## config.mk

```make
export PLATFORM = sky130hd
export DESIGN_NAME = dst_rule_local_time
export DESIGN_NICKNAME = d
export VERILOG_FILES = /design/src/design/drlt_pkg.sv /design/src/design/drlt_div.sv /design/src/design/drlt_seq.sv /design/src/design/dst_rule_local_time.sv
export SDC_FILE = /design/constraint.sdc
export NUM_CORES = 2
export LEC_CHECK = 0
export BUFFER_PORTS_ARGS = -buffer_cell sky130_fd_sc_hd__buf_2
export CAP_MARGIN = 10
export CORE_MARGIN = 1
export CORE_UTILIZATION = 53
export DETAILED_ROUTE_END_ITERATION = 8
export PLACE_DENSITY = 0.77
export SLEW_MARGIN = 10
export SYNTH_ARGS = -nofsm -noshare
export SYNTH_HDL_FRONTEND = slang
export SYNTH_HIERARCHICAL = 1
export SYNTH_SLANG_ARGS = --single-unit
```

## constraint.sdc

```tcl
create_clock -name clk -period 9.7 [get_ports clk]
set_clock_uncertainty 0.2 [all_clocks]
set_input_delay 1.94 -clock clk [delete_from_list [all_inputs] [get_ports clk]]
set_output_delay 1.94 -clock clk [all_outputs]
set_load 0.005 [all_outputs]
```

## src/design/drlt_pkg.sv

```systemverilog
// Shared types, constants and calendar helpers for the daylight-saving rule check.
package drlt_pkg;

  localparam int DAY_W       = 16;
  localparam int YOFF_W      = 8;
  localparam int REM_W       = 17;
  localparam int PROD_W      = 33;
  localparam int SHIFT_W     = 19;
  localparam int SEC_W       = 36;
  localparam int CFG_W       = 11;
  localparam int IDX_W       = 3;
  localparam int DIVX_W      = 25;
  localparam int RECIP_W     = 26;
  localparam int MULQ_W      = 51;
  localparam int RECIP_SHIFT = 35;

  localparam logic [REM_W-1:0]   SECS_PER_DAY  = 17'd86400;
  localparam logic [SHIFT_W-1:0] SECS_PER_HOUR = 19'd3600;
  localparam logic [2:0]         EPOCH_WEEKDAY = 3'd4;
  localparam logic [YOFF_W-1:0]  YOFF_2100     = 8'd130;
  localparam logic [YOFF_W-1:0]  YOFF_LAST     = 8'd136;
  localparam logic [DAY_W-1:0]   DAYS_LEAP     = 16'd366;
  localparam logic [DAY_W-1:0]   DAYS_COMMON   = 16'd365;
  localparam logic [DAY_W-1:0]   DAY_MAX       = 16'd49710;

  // Seconds are first divided by 128; the remaining division by 675 uses this
  // reciprocal scaled by two to the power RECIP_SHIFT.
  localparam logic [RECIP_W-1:0] DAY_RECIP     = 26'd50903317;

  localparam logic signed [11:0] OFF_MAX = 12'sd1023;
  localparam logic signed [11:0] OFF_MIN = -12'sd1024;

  localparam logic [IDX_W-1:0] REG_STD_OFFSET = 3'd0;
  localparam logic [IDX_W-1:0] REG_DST_EXTRA  = 3'd1;
  localparam logic [IDX_W-1:0] REG_DST_MODE   = 3'd2;
  localparam logic [IDX_W-1:0] REG_START_RULE = 3'd3;
  localparam logic [IDX_W-1:0] REG_END_RULE   = 3'd4;
  localparam logic [IDX_W-1:0] REG_SWITCH_HR  = 3'd5;

  localparam logic [1:0] MODE_OFF  = 2'd0;
  localparam logic [1:0] MODE_ON   = 2'd1;
  localparam logic [1:0] MODE_RULE = 2'd2;

  typedef struct packed {
    logic signed [10:0] base_off;
    logic [6:0]         dst_extra_min;
    logic [1:0]         dst_mode;
    logic [9:0]         start_rule;
    logic [9:0]         end_rule;
    logic [4:0]         sw_hr;
  } cfg_t;

  typedef enum logic [3:0] {
    S_IDLE,
    S_DIV,
    S_YEAR,
    S_RULE,
    S_MONTH,
    S_DATE,
    S_MUL,
    S_SUM,
    S_CMP,
    S_DONE
  } seq_state_t;

  function automatic logic is_leap(input logic [YOFF_W-1:0] yoff);
    return (yoff[1:0] == 2'd2) && (yoff != YOFF_2100);
  endfunction

  function automatic logic [4:0] mon_len(input logic [YOFF_W-1:0] yoff,
                                         input logic [3:0] mon);
    logic [4:0] d;
    unique case (mon)
      4'd2: d = is_leap(yoff) ? 5'd29 : 5'd28;
      4'd4, 4'd6, 4'd9, 4'd11: d = 5'd30;
      4'd1, 4'd3, 4'd5, 4'd7, 4'd8, 4'd10, 4'd12: d = 5'd31;
      default: d = 5'd0;
    endcase
    return d;
  endfunction

  function automatic logic [2:0] add_mod7(input logic [2:0] a, input logic [2:0] b);
    logic [3:0] s;
    s = {1'b0, a} + {1'b0, b};
    if (s >= 4'd7) begin
      s = s - 4'd7;
    end
    return s[2:0];
  endfunction

endpackage

```

## src/design/drlt_div.sv

```systemverilog
// Reciprocal multiplier that turns seconds since the epoch into whole days.
module drlt_div (
  input  logic                        clk,
  input  logic                        rst_n,
  input  logic                        start_i,
  input  logic [31:0]                 dividend_i,
  output logic                        done_o,
  output logic [drlt_pkg::DAY_W-1:0]  quot_o
);

  logic                              run_r;
  logic                              done_r;
  logic [drlt_pkg::DIVX_W-1:0]       x_r;
  logic [drlt_pkg::DAY_W-1:0]        q_r;
  logic [drlt_pkg::MULQ_W-1:0]       prod;

  assign prod = drlt_pkg::MULQ_W'(x_r) * drlt_pkg::MULQ_W'(drlt_pkg::DAY_RECIP);

  always_ff @(posedge clk) begin
    if (!rst_n) begin
      run_r  <= 1'b0;
      done_r <= 1'b0;
    end else begin
      run_r  <= start_i;
      done_r <= run_r;
    end
  end

  always_ff @(posedge clk) begin
    if (start_i) begin
      x_r <= dividend_i[31:32-drlt_pkg::DIVX_W];
    end
    if (run_r) begin
      q_r <= prod[drlt_pkg::MULQ_W-1:drlt_pkg::RECIP_SHIFT];
    end
  end

  assign done_o = done_r;
  assign quot_o = q_r;

`ifndef SYNTH
  a_quot_range: assert property (@(posedge clk) disable iff (!rst_n)
    done_r |-> (q_r <= drlt_pkg::DAY_MAX)) else $error("day count out of range");
`endif

endmodule

```

## src/design/drlt_seq.sv

```systemverilog
// Sequencer that walks years and months and evaluates both switch instants.
module drlt_seq (
  input  logic               clk,
  input  logic               rst_n,
  input  drlt_pkg::cfg_t     cfg_i,
  input  logic               start_i,
  input  logic [31:0]        utc_i,
  input  logic               ack_i,
  output logic               idle_o,
  output logic               done_o,
  output logic               active_o,
  output logic [31:0]        utc_o
);

  drlt_pkg::seq_state_t state_r, state_nxt;

  logic [31:0]                          utc_r, utc_nxt;
  logic [drlt_pkg::DAY_W-1:0]           rdays_r, rdays_nxt;
  logic [drlt_pkg::DAY_W-1:0]           ystart_r, ystart_nxt;
  logic [drlt_pkg::YOFF_W-1:0]          yoff_r, yoff_nxt;
  logic [2:0]                           ywd_r, ywd_nxt;
  logic                                 sel_r, sel_nxt;
  logic [3:0]                           mon_r, mon_nxt;
  logic [drlt_pkg::DAY_W-1:0]           first_r, first_nxt;
  logic [2:0]                           fdw_r, fdw_nxt;
  logic [drlt_pkg::DAY_W-1:0]           day_r, day_nxt;
  logic [drlt_pkg::PROD_W-1:0]          prod_r, prod_nxt;
  logic signed [drlt_pkg::SHIFT_W-1:0]  shift_r, shift_nxt;
  logic signed [drlt_pkg::SEC_W-1:0]    s_r, s_nxt;
  logic signed [drlt_pkg::SEC_W-1:0]    e_r, e_nxt;
  logic                                 active_r, active_nxt;

  logic                                 div_start;
  logic                                 div_done;
  logic [drlt_pkg::DAY_W-1:0]           div_quot;

  logic                                 leap;
  logic [drlt_pkg::DAY_W-1:0]           ylen;
  logic [9:0]                           rule;
  logic [3:0]                           rule_mon;
  logic [2:0]                           rule_week;
  logic [2:0]                           rule_wd;
  logic                                 rule_ok;
  logic [4:0]                           mlen;
  logic [2:0]                           dd;
  logic [5:0]                           date0;
  logic [5:0]                           date;
  logic                                 date_ok;
  logic signed [drlt_pkg::SHIFT_W-1:0]  hr_sec;
  logic signed [drlt_pkg::SHIFT_W-1:0]  off_sec;
  logic signed [drlt_pkg::SEC_W-1:0]    bound;
  logic signed [drlt_pkg::SEC_W-1:0]    t_sec;

  drlt_div u_div (
    .clk        (clk),
    .rst_n      (rst_n),
    .start_i    (div_start),
    .dividend_i (utc_i),
    .done_o     (div_done),
    .quot_o     (div_quot)
  );

  assign div_start = (state_r == drlt_pkg::S_IDLE) && start_i &&
                     (cfg_i.dst_mode == drlt_pkg::MODE_RULE);

  assign leap      = drlt_pkg::is_leap(yoff_r);
  assign ylen      = leap ? drlt_pkg::DAYS_LEAP : drlt_pkg::DAYS_COMMON;
  assign rule      = sel_r ? cfg_i.end_rule : cfg_i.start_rule;
  assign rule_mon  = rule[3:0];
  assign rule_week = rule[6:4];
  assign rule_wd   = rule[9:7];
  assign rule_ok   = (rule_mon >= 4'd1) && (rule_mon <= 4'd12) && (rule_week >= 3'd1) &&
                     (rule_week <= 3'd5) && (rule_wd <= 3'd6);
  assign mlen      = drlt_pkg::mon_len(yoff_r, mon_r);

  always_comb begin
    dd    = (rule_wd >= fdw_r) ? (rule_wd - fdw_r) : (rule_wd + 3'd7 - fdw_r);
    date0 = 6'(dd) + 6'd1;
    if (rule_week == 3'd5) begin
      date = ((date0 + 6'd28) <= 6'(mlen)) ? (date0 + 6'd28) : (date0 + 6'd21);
    end else begin
      date = date0 + 6'(rule_week - 3'd1) * 6'd7;
    end
    date_ok = (date <= 6'(mlen));
  end

  assign hr_sec  = $signed(drlt_pkg::SHIFT_W'(cfg_i.sw_hr) * drlt_pkg::SECS_PER_HOUR);
  assign off_sec = drlt_pkg::SHIFT_W'(cfg_i.base_off) * $signed(19'd60);
  assign bound   = $signed(drlt_pkg::SEC_W'(prod_r)) + drlt_pkg::SEC_W'(shift_r);
  assign t_sec   = $signed(drlt_pkg::SEC_W'(utc_r));

  always_comb begin
    state_nxt = state_r;
    unique case (state_r)
      drlt_pkg::S_IDLE: begin
        if (start_i) begin
          state_nxt = (cfg_i.dst_mode == drlt_pkg::MODE_RULE) ? drlt_pkg::S_DIV
                                                                : drlt_pkg::S_DONE;
        end
      end
      drlt_pkg::S_DIV: begin
        if (div_done) begin
          state_nxt = drlt_pkg::S_YEAR;
        end
      end
      drlt_pkg::S_YEAR: begin
        if (rdays_r < ylen) begin
          state_nxt = drlt_pkg::S_RULE;
        end
      end
      drlt_pkg::S_RULE:  state_nxt = rule_ok ? drlt_pkg::S_MONTH : drlt_pkg::S_DONE;
      drlt_pkg::S_MONTH: begin
        if (mon_r >= rule_mon) begin
          state_nxt = drlt_pkg::S_DATE;
        end
      end
      drlt_pkg::S_DATE:  state_nxt = date_ok ? drlt_pkg::S_MUL : drlt_pkg::S_DONE;
      drlt_pkg::S_MUL:   state_nxt = drlt_pkg::S_SUM;
      drlt_pkg::S_SUM:   state_nxt = sel_r ? drlt_pkg::S_CMP : drlt_pkg::S_RULE;
      drlt_pkg::S_CMP:   state_nxt = drlt_pkg::S_DONE;
      drlt_pkg::S_DONE: begin
        if (ack_i) begin
          state_nxt = drlt_pkg::S_IDLE;
        end
      end
      default: state_nxt = drlt_pkg::S_IDLE;
    endcase
  end

  always_comb begin
    utc_nxt    = utc_r;
    rdays_nxt  = rdays_r;
    ystart_nxt = ystart_r;
    yoff_nxt   = yoff_r;
    ywd_nxt    = ywd_r;
    sel_nxt    = sel_r;
    mon_nxt    = mon_r;
    first_nxt  = first_r;
    fdw_nxt    = fdw_r;
    day_nxt    = day_r;
    prod_nxt   = prod_r;
    shift_nxt  = shift_r;
    s_nxt      = s_r;
    e_nxt      = e_r;
    active_nxt = active_r;
    unique case (state_r)
      drlt_pkg::S_IDLE: begin
        if (start_i) begin
          utc_nxt    = utc_i;
          shift_nxt  = hr_sec - off_sec;
          active_nxt = (cfg_i.dst_mode == drlt_pkg::MODE_ON);
        end
      end
      drlt_pkg::S_DIV: begin
        rdays_nxt  = div_quot;
        ystart_nxt = '0;
        yoff_nxt   = '0;
        ywd_nxt    = drlt_pkg::EPOCH_WEEKDAY;
        sel_nxt    = 1'b0;
      end
      drlt_pkg::S_YEAR: begin
        if (rdays_r >= ylen) begin
          rdays_nxt  = rdays_r - ylen;
          ystart_nxt = ystart_r + ylen;
          yoff_nxt   = yoff_r + 1'b1;
          ywd_nxt    = drlt_pkg::add_mod7(ywd_r, leap ? 3'd2 : 3'd1);
        end else begin
          mon_nxt   = 4'd1;
          first_nxt = ystart_r;
          fdw_nxt   = ywd_r;
        end
      end
      drlt_pkg::S_RULE: begin
        active_nxt = 1'b0;
      end
      drlt_pkg::S_MONTH: begin
        if (mon_r < rule_mon) begin
          first_nxt = first_r + drlt_pkg::DAY_W'(mlen);
          fdw_nxt   = drlt_pkg::add_mod7(fdw_r, 3'(mlen - 5'd28));
          mon_nxt   = mon_r + 1'b1;
        end
      end
      drlt_pkg::S_DATE: begin
        day_nxt = first_r + drlt_pkg::DAY_W'(date) - 1'b1;
      end
      drlt_pkg::S_MUL: begin
        prod_nxt = drlt_pkg::PROD_W'(day_r) * drlt_pkg::PROD_W'(drlt_pkg::SECS_PER_DAY);
      end
      drlt_pkg::S_SUM: begin
        if (sel_r) begin
          e_nxt = bound;
        end else begin
          s_nxt     = bound;
          sel_nxt   = 1'b1;
          mon_nxt   = 4'd1;
          first_nxt = ystart_r;
          fdw_nxt   = ywd_r;
        end
      end
      drlt_pkg::S_CMP: begin
        if (s_r < e_r) begin
          active_nxt = (t_sec >= s_r) && (t_sec < e_r);
        end else if (s_r > e_r) begin
          active_nxt = (t_sec >= s_r) || (t_sec < e_r);
        end else begin
          active_nxt = 1'b0;
        end
      end
      drlt_pkg::S_DONE: begin
        active_nxt = active_r;
      end
      default: active_nxt = active_r;
    endcase
  end

  always_ff @(posedge clk) begin
    if (!rst_n) begin
      state_r <= drlt_pkg::S_IDLE;
    end else begin
      state_r <= state_nxt;
    end
  end

  always_ff @(posedge clk) begin
    utc_r    <= utc_nxt;
    rdays_r  <= rdays_nxt;
    ystart_r <= ystart_nxt;
    yoff_r   <= yoff_nxt;
    ywd_r    <= ywd_nxt;
    sel_r    <= sel_nxt;
    mon_r    <= mon_nxt;
    first_r  <= first_nxt;
    fdw_r    <= fdw_nxt;
    day_r    <= day_nxt;
    prod_r   <= prod_nxt;
    shift_r  <= shift_nxt;
    s_r      <= s_nxt;
    e_r      <= e_nxt;
    active_r <= active_nxt;
  end

  assign idle_o   = (state_r == drlt_pkg::S_IDLE);
  assign done_o   = (state_r == drlt_pkg::S_DONE);
  assign active_o = active_r;
  assign utc_o    = utc_r;

`ifndef SYNTH
  a_year_range: assert property (@(posedge clk) disable iff (!rst_n)
    (state_r == drlt_pkg::S_YEAR) |-> (yoff_r <= drlt_pkg::YOFF_LAST))
    else $error("year walk ran past the 32-bit epoch range");
  a_month_range: assert property (@(posedge clk) disable iff (!rst_n)
    (state_r == drlt_pkg::S_DATE) |-> (mon_r == rule_mon))
    else $error("month walk stopped at the wrong month");
  a_div_wait: assert property (@(posedge clk) disable iff (!rst_n)
    div_done |-> (state_r == drlt_pkg::S_DIV))
    else $error("day count finished outside the division step");
`endif

endmodule

```

## src/design/dst_rule_local_time.sv

```systemverilog
// Top level: configuration registers, word handshake and local-time result register.
// Converts a UTC second count into the daylight-saving flag, the total offset in minutes
// and local seconds. A word is accepted only while the sequencer is idle; in_ready is low
// until its result has been moved into the output register, which may still hold an earlier
// result waiting for out_ready. With dst_mode other than the fixed rule the sequencer goes
// straight from idle to its done state. With the fixed rule it runs a registered reciprocal
// multiplication for the day count, a year walk that advances one year per cycle, then for
// each rule a validity check, a month walk up to the rule's month, a date step, a multiply
// step and a sum step for the switch instant, then a final compare. An invalid rule or date
// ends the walk early. While a waiting result is held off by out_ready, the sequencer stays
// in its done state. Configuration is written through cfg_wr_en, cfg_index and cfg_wdata;
// the user must write it only while no word is in flight, as the block does not enforce it.
module dst_rule_local_time (
  input  logic                                  clk,
  input  logic                                  rst_n,
  input  logic                                  cfg_wr_en,
  input  logic [drlt_pkg::IDX_W-1:0]            cfg_index,
  input  logic [drlt_pkg::CFG_W-1:0]            cfg_wdata,
  input  logic                                  in_valid,
  output logic                                  in_ready,
  input  logic [31:0]                           in_utc_seconds,
  output logic                                  out_valid,
  input  logic                                  out_ready,
  output logic                                  out_dst_active,
  output logic signed [10:0]                    out_offset_minutes,
  output logic signed [33:0]                    out_local_seconds
);

  drlt_pkg::cfg_t      cfg_r;
  logic                out_valid_r;
  logic                out_dst_active_r;
  logic signed [10:0]  out_offset_minutes_r;
  logic signed [33:0]  out_local_seconds_r;

  logic                seq_idle;
  logic                seq_done;
  logic                seq_active;
  logic [31:0]         seq_utc;
  logic                ack;
  logic                accept;
  logic signed [11:0]  off_sum;
  logic signed [10:0]  off_sat;
  logic signed [16:0]  off_sec;
  logic signed [33:0]  loc_sum;

  assign ack    = !out_valid_r || out_ready;
  assign accept = in_valid && in_ready;

  drlt_seq u_seq (
    .clk      (clk),
    .rst_n    (rst_n),
    .cfg_i    (cfg_r),
    .start_i  (accept),
    .utc_i    (in_utc_seconds),
    .ack_i    (ack),
    .idle_o   (seq_idle),
    .done_o   (seq_done),
    .active_o (seq_active),
    .utc_o    (seq_utc)
  );

  assign in_ready = seq_idle;

  always_comb begin
    off_sum = 12'(cfg_r.base_off) +
              $signed({5'b0, (seq_active ? cfg_r.dst_extra_min : 7'd0)});
    if (off_sum > drlt_pkg::OFF_MAX) begin
      off_sat = 11'(drlt_pkg::OFF_MAX);
    end else if (off_sum < drlt_pkg::OFF_MIN) begin
      off_sat = 11'(drlt_pkg::OFF_MIN);
    end else begin
      off_sat = off_sum[10:0];
    end
    off_sec = 17'(off_sat) * $signed(17'd60);
    loc_sum = $signed(34'(seq_utc)) + 34'(off_sec);
  end

  always_ff @(posedge clk) begin
    if (!rst_n) begin
      cfg_r.base_off      <= 11'sd480;
      cfg_r.dst_extra_min <= 7'd60;
      cfg_r.dst_mode      <= drlt_pkg::MODE_OFF;
      cfg_r.start_rule    <= '0;
      cfg_r.end_rule      <= '0;
      cfg_r.sw_hr         <= 5'd2;
    end else if (cfg_wr_en) begin
      unique case (cfg_index)
        drlt_pkg::REG_STD_OFFSET: cfg_r.base_off      <= $signed(cfg_wdata[10:0]);
        drlt_pkg::REG_DST_EXTRA:  cfg_r.dst_extra_min <= cfg_wdata[6:0];
        drlt_pkg::REG_DST_MODE:   cfg_r.dst_mode      <= cfg_wdata[1:0];
        drlt_pkg::REG_START_RULE: cfg_r.start_rule    <= cfg_wdata[9:0];
        drlt_pkg::REG_END_RULE:   cfg_r.end_rule      <= cfg_wdata[9:0];
        drlt_pkg::REG_SWITCH_HR:  cfg_r.sw_hr         <= cfg_wdata[4:0];
        default: cfg_r <= cfg_r;
      endcase
    end
  end

  always_ff @(posedge clk) begin
    if (!rst_n) begin
      out_valid_r <= 1'b0;
    end else if (seq_done && ack) begin
      out_valid_r <= 1'b1;
    end else if (out_ready) begin
      out_valid_r <= 1'b0;
    end
  end

  always_ff @(posedge clk) begin
    if (seq_done && ack) begin
      out_dst_active_r     <= seq_active;
      out_offset_minutes_r <= off_sat;
      out_local_seconds_r  <= loc_sum;
    end
  end

  assign out_valid          = out_valid_r;
  assign out_dst_active     = out_dst_active_r;
  assign out_offset_minutes = out_offset_minutes_r;
  assign out_local_seconds  = out_local_seconds_r;

`ifndef SYNTH
  a_busy_after_accept: assert property (@(posedge clk) disable iff (!rst_n)
    accept |=> !in_ready) else $error("input still ready after a word was taken");
`endif

endmodule
```

**Word level (Yosys, flattened, before mapping)**

Cells that the tools add are included.

- Multiply operators: 6
- Multiplexer cells: 50
- Magnitude comparators: 20
- Reductions and logical operators: 35
- $add $sub $neg: 24
- Bitwise gates (word level): 1
- Equal/unequal tests: 40

Operator list:

| cell | count |
|---|---|
| two-way mux 16 bit | 5 |
| case mux 16 bit (2 select lines) | 2 |
| multiplier 25 x 26 -> 51 bit (second input constant) | 1 |
| two-way mux 4 bit | 12 |
| case mux 16 bit (3 select lines) | 1 |
| case mux 4 bit (10 select lines) | 1 |
| greater-or-equal comparator 33 x 36 -> 1 bit | 1 |
| > comparator 36 bit | 1 |
| less-than comparator 33 x 36 -> 1 bit | 1 |
| less-than comparator 36 bit | 1 |
| adder 34 x 19 -> 35 bit | 1 |
| adder 33 x 17 -> 34 bit | 1 |
| equality test 4 x 3 -> 1 bit (second input constant) | 8 |
| equality test 4 bit (second input constant) | 7 |
| multiplier 16 x 10 -> 26 bit (second input constant) | 1 |
| two-way mux 11 bit | 2 |
| AND reduction 2 bit | 11 |
| two-way mux 3 bit | 7 |
| subtractor 18 x 19 -> 19 bit | 1 |
| adder 16 bit | 1 |
| adder 16 x 5 -> 16 bit | 1 |
| adder 16 x 6 -> 16 bit | 1 |
| equality test 4 x 2 -> 1 bit (second input constant) | 4 |
| greater-or-equal comparator 16 bit | 1 |
| other kinds (64) | 103 |

- Logic and storage cells: 206
- Register bits after elaboration: 372
- Output and inout port bits: 48
- Input bits: 51

**Longest topological paths before layout**

- Depth in word-level cells: 12
- Mapped depth: 37
- Depth with buffers taken out: 35

**Modules after synthesis**

Netlist, hierarchy kept.

Modules (own cells, without submodules):

| module | area an instance (um2) | cells each | instances | seq. area each (um2) |
|---|---|---|---|---|
| drlt_seq | 19959.1 | 1991 | 1 | 6836.6 |
| drlt_div | 11378.4 | 1144 | 1 | 1271.2 |
| dst_rule_local_time | 6496.2 | 688 | 1 | 2302.2 |

**Worst setup path before layout**

OpenSTA, ideal clock, no wires.

- Path kind: register to register
- From: register u_seq.active_r, in the netlist u_seq/active_o
- To: register out_local_seconds_r[31], in the netlist out_local_seconds[31] (data pin)
- Stages on the path, launching flop included: 36
- Required time: 9242 ps
- Arrival: 7657 ps
- Library setup time: 258 ps
- Setup slack: 1586 ps
- Cells stage by stage: edfxtp_1 and2_1 ha_1 fa_1 a21o_1 a21oi_2 o21bai_4 and2_4 o21ai_0 nor2b_1 o21a_1 ha_1 xor2_1 ha_1 inv_1 fa_1 inv_1 ha_1 nor2b_1 o21ai_2 a21boi_2 o211ai_2 a21oi_1 or3_1 o211ai_1 xnor3_2 ha_1 and3_4 o31a_1 a2111o_1 o211ai_2 a21oi_2 a41oi_2 nand2b_1 a21oi_2 xnor2_1

- Word-level cells in the longest chain between the ends: 7

RTL lines:

| what | line | RTL |
|---|---|---|
| start: declaration | drlt_seq.sv:31 | `logic active_r, active_nxt;` |
| start signal: assignment | drlt_seq.sv:239 | `active_r <= active_nxt;` |
| two-way mux 7 bit * | dst_rule_local_time.sv:66 | `$signed({5'b0, (seq_active ? cfg_r.dst_extra_min : 7'd0)});` |
| adder 11 x 8 -> 12 bit * | dst_rule_local_time.sv:65 | `off_sum = 12'(cfg_r.base_off) +` |
| less-than comparator 12 x 11 -> 1 bit | dst_rule_local_time.sv:69 | `end else if (off_sum < drlt_pkg::OFF_MIN) begin` |
| two-way mux 11 bit | dst_rule_local_time.sv:69 |  |
| two-way mux 11 bit * | dst_rule_local_time.sv:67 | `if (off_sum > drlt_pkg::OFF_MAX) begin` |
| via off_sat[1] | dst_rule_local_time.sv:42 | `logic signed [10:0] off_sat;` |
| multiplier 11 x 5 -> 15 bit * | dst_rule_local_time.sv:74 | `off_sec = 17'(off_sat) * $signed(17'd60);` |
| adder 33 x 17 -> 34 bit * | dst_rule_local_time.sv:75 | `loc_sum = $signed(34'(seq_utc)) + 34'(off_sec);` |
| via loc_sum[31] | dst_rule_local_time.sv:44 | `logic signed [33:0] loc_sum;` |
| end signal: assignment | dst_rule_local_time.sv:113 | `out_local_seconds_r <= loc_sum;` |
| end: declaration | dst_rule_local_time.sv:33 | `logic signed [33:0] out_local_seconds_r;` |

The timed path passes the listed nets; every way through them passes the cells marked *.
A chain may end at the register's enable or synchronous reset.

**Final worst setup path**

- From: register u_seq.active_r, in the netlist u_seq/active_o
- To: register out_local_seconds_r[33], in the netlist out_local_seconds[33] (data pin)

Same word-level chain as after synthesis.

==> metrics <==
status=complete, no violations; Die Y=269 um; Worst Path Max Fanout=21; Sum Neg Setup Slack=0 ps; CP endpoint kind=flop; Die X=269 um; Post-Syn Instances=3,823; max incr delay on CP=620 ps; Hold Vio Cnt, Final=0; PortBufs=98; GPL Wtd Cong=0.943; footprint of the multi-input gates=24,600 um^2; vias in the first global route=27,300; CTS buffer count=43; Net Sw Power=6.21 mW; RSZ-0062 raised after global routing=no; CP arrival=9240 ps; DRT antenna net count=0; Fill cells=5,848; post-DP HPWL=68,000 um; GR Util All Layers=0.237; Core Footprint=70,400 um^2; top routing layer in use=met4; met2 wire length=39,700 um; initial core utilization=0.537; Worst-path clk slew=60 ps; Achievable Freq=110 MHz; post-synthesis cell area=37,800 um^2; min cycle time layout=9090 ps; clk sinks=364; Peak VDD IR=740 uV; Slew Limit Fails=0; Seq/Total Area, Yosys=0.275; Layout Cells excl Fill=4,918; Root Buffer=clkbuf_16; Slowest-stage cell, CP=xnor3_2; P_leak=19.8 nW; design area=41,000 um^2; most numerous cell on the critical path=ha_1; DRT met1 WL=38,200 um; number of detailed-route iterations in the first pass=6; share of power burned in registers=0.199; Yosys cell types=101; die area=72,500 um^2; Post-route DRC=0; num ports=99; proportion of power drawn by the clock network=0.126; number of flops mapped to enable cells by yosys=312; Rows=97; fraction of layout cells with a size suffix above 1=0.0626; met3 routed WL=4130 um; CP Launch Type=flop; Gate power share=0.675; Min-Delay Path Class=flop to flop; FF/Latch Area=10,400 um^2; Post-synth ARST share=0; Sw Share=0.458; largest net degree at the start of global routing=57; Most used DFF post-synth=edfxtp_1; vias=27,000; required time of the worst setup path=9850 ps; synth-to-layout area growth=8.38%; internal power=7.36 mW; Syn Nets=4,837; Post-CTS Hold Fix Bufs=0; Mapped Avg Cell Area=9.90 um^2; Tcrit/Tclk final=0.937; detailed-route wire length per cell=17.2 um; Via density=5.49; PwrDens=331 nW/um^2; CTS tree=built; Post-DP Area=39,500 um^2; Slew HR=0.348; FF+latch count, synth=364; Initial DRC Count=1,814; # diodes=0; gr ovfl total=0; final setup vio count=0; nets=4,957; number of max-cap violations=0; H-tree Lvls=2; routed wire length=84,500 um; CTS max path bufs=3; Least-Margin Pin Slew=977 ps; first-pass GRT wire length=140,000 um; synth warn=6; WS Path Type=flop to flop; antenna violations before repair=0; placed cell count=4,838; latest clock arrival within the worst-skew pair=610 ps
## cell usage after synthesis, types with 52 or more instances
cell / n / area share
nand2_1: 291 / 0.029
edfxtp_1: 312 / 0.25
a21o_1: 77 / 0.015
nor2_1: 148 / 0.015
ha_1: 705 / 0.23
a21oi_1: 191 / 0.025
dfxtp_1: 52 / 0.028
nand3_1: 57 / 0.0075
o21ai_0: 127 / 0.017
inv_1: 729 / 0.072
fa_1: 258 / 0.14
xor2_1: 77 / 0.018
nor3_1: 52 / 0.0069
xnor2_1: 141 / 0.033
## power groups by stage
stage	clock network [mW]	logic (mW)	registers, mW
floorplan	0	7.17	2.64
global placement	0	8.79	2.72
detailed placement	0	9.05	2.72
CTS	1.75	9.12	2.70
global route	1.80	10.2	2.72
finish	1.72	9.16	2.70
## cell usage in the layout (no fill, tap or decap), types with 44 or more instances in the layout
cell type	n
inv_1	729
ha_1	704
edfxtp_1	312
nand2_1	291
fa_1	258
a21oi_1	191
nor2_1	146
xnor2_1	141
o21ai_0	127
buf_2	98
a21o_1	77
xor2_1	77
nand3_1	57
nor3_1	52
dfxtp_1	52
clkbuf_16	44
## layer usage
layer / GRT usage / vias up
met3: 0.0281 / 152
met1: 0.322 / 12900
li1: - / 13300
met2: 0.396 / 655
met4: 0.0695 / 0
met5: 0 / -
## worst paths after layout
kind	from	cells past startpoint	slack, ps	endpoint
min	u_seq/shift_r[4]$_DFFE_PP_	0	250	u_seq/s_r[4]$_DFFE_PP_
max	u_seq/active_o$_DFFE_PP_	34	610	out_local_seconds[33]$_DFFE_PP_
min reg2reg	u_seq/shift_r[4]$_DFFE_PP_	0	250	u_seq/s_r[4]$_DFFE_PP_
max reg2reg	u_seq/active_o$_DFFE_PP_	34	610	out_local_seconds[33]$_DFFE_PP_
## state kept, by name (all words and copies together) (netlist names), 17 cells and up
signal / cells
u_seq/e_r: 33
out_local_seconds: 34
cfg_r: 45
u_seq/shift_r: 17
u_seq/prod_r: 26
u_seq/u_div/x_r: 25
u_seq/s_r: 33
u_seq/utc_o: 32
## stage by stage
stage	utilization	setup slack [ps]	hold WS [ps]	power [mW]
after CTS	0.582	602	248	13.6
after detailed placement	0.561	693	234	11.8
after global routing	0.583	48.1	252	14.8
after global placement	0.561	940	223	11.5
after floorplan	-	1590	221	9.81
final	0.583	608	248	13.6
## cell families after synthesis
logic type | count (synthesis) | synth area share
AND/OR/NAND/NOR | 764 | 0.0962
multiplexers | 36 | 0.00979
buffers and inverters | 770 | 0.0767
flip-flops | 364 | 0.275
AO/OA/AOI/OAI | 706 | 0.121
XOR/XNOR | 220 | 0.0515
adder cells (fa/ha/maj) | 963 | 0.370
## final cells by class
cell class                      instances  area share
Tap cell                              940      0.0287
Clock inverter                         31     0.00906
Inverter                              732      0.0670
Timing Repair Buffer                  113      0.0147
Sequential cell                       364       0.254
Clock buffer                           49      0.0278
Multi-Input combinational cell       2689       0.599
## timing repair
action / in CTS / in global routing
resized for setup: 0 / 1
buffers inserted: 0 / 0
setup endpoints to repair: 0 / 1
## worst max-delay path, delay by kind of cell (launching register included)
family	cells	cell delay [ps]
buffers and inverters	2	90
adders and majority gates	7	2550
and+or+nand+nor	7	1710
xor gates and xnor gates	3	890
AOI/OAI and AO/OA	15	2920
DFF	1	490
Note: power is estimated with default switching activity, not from simulation.
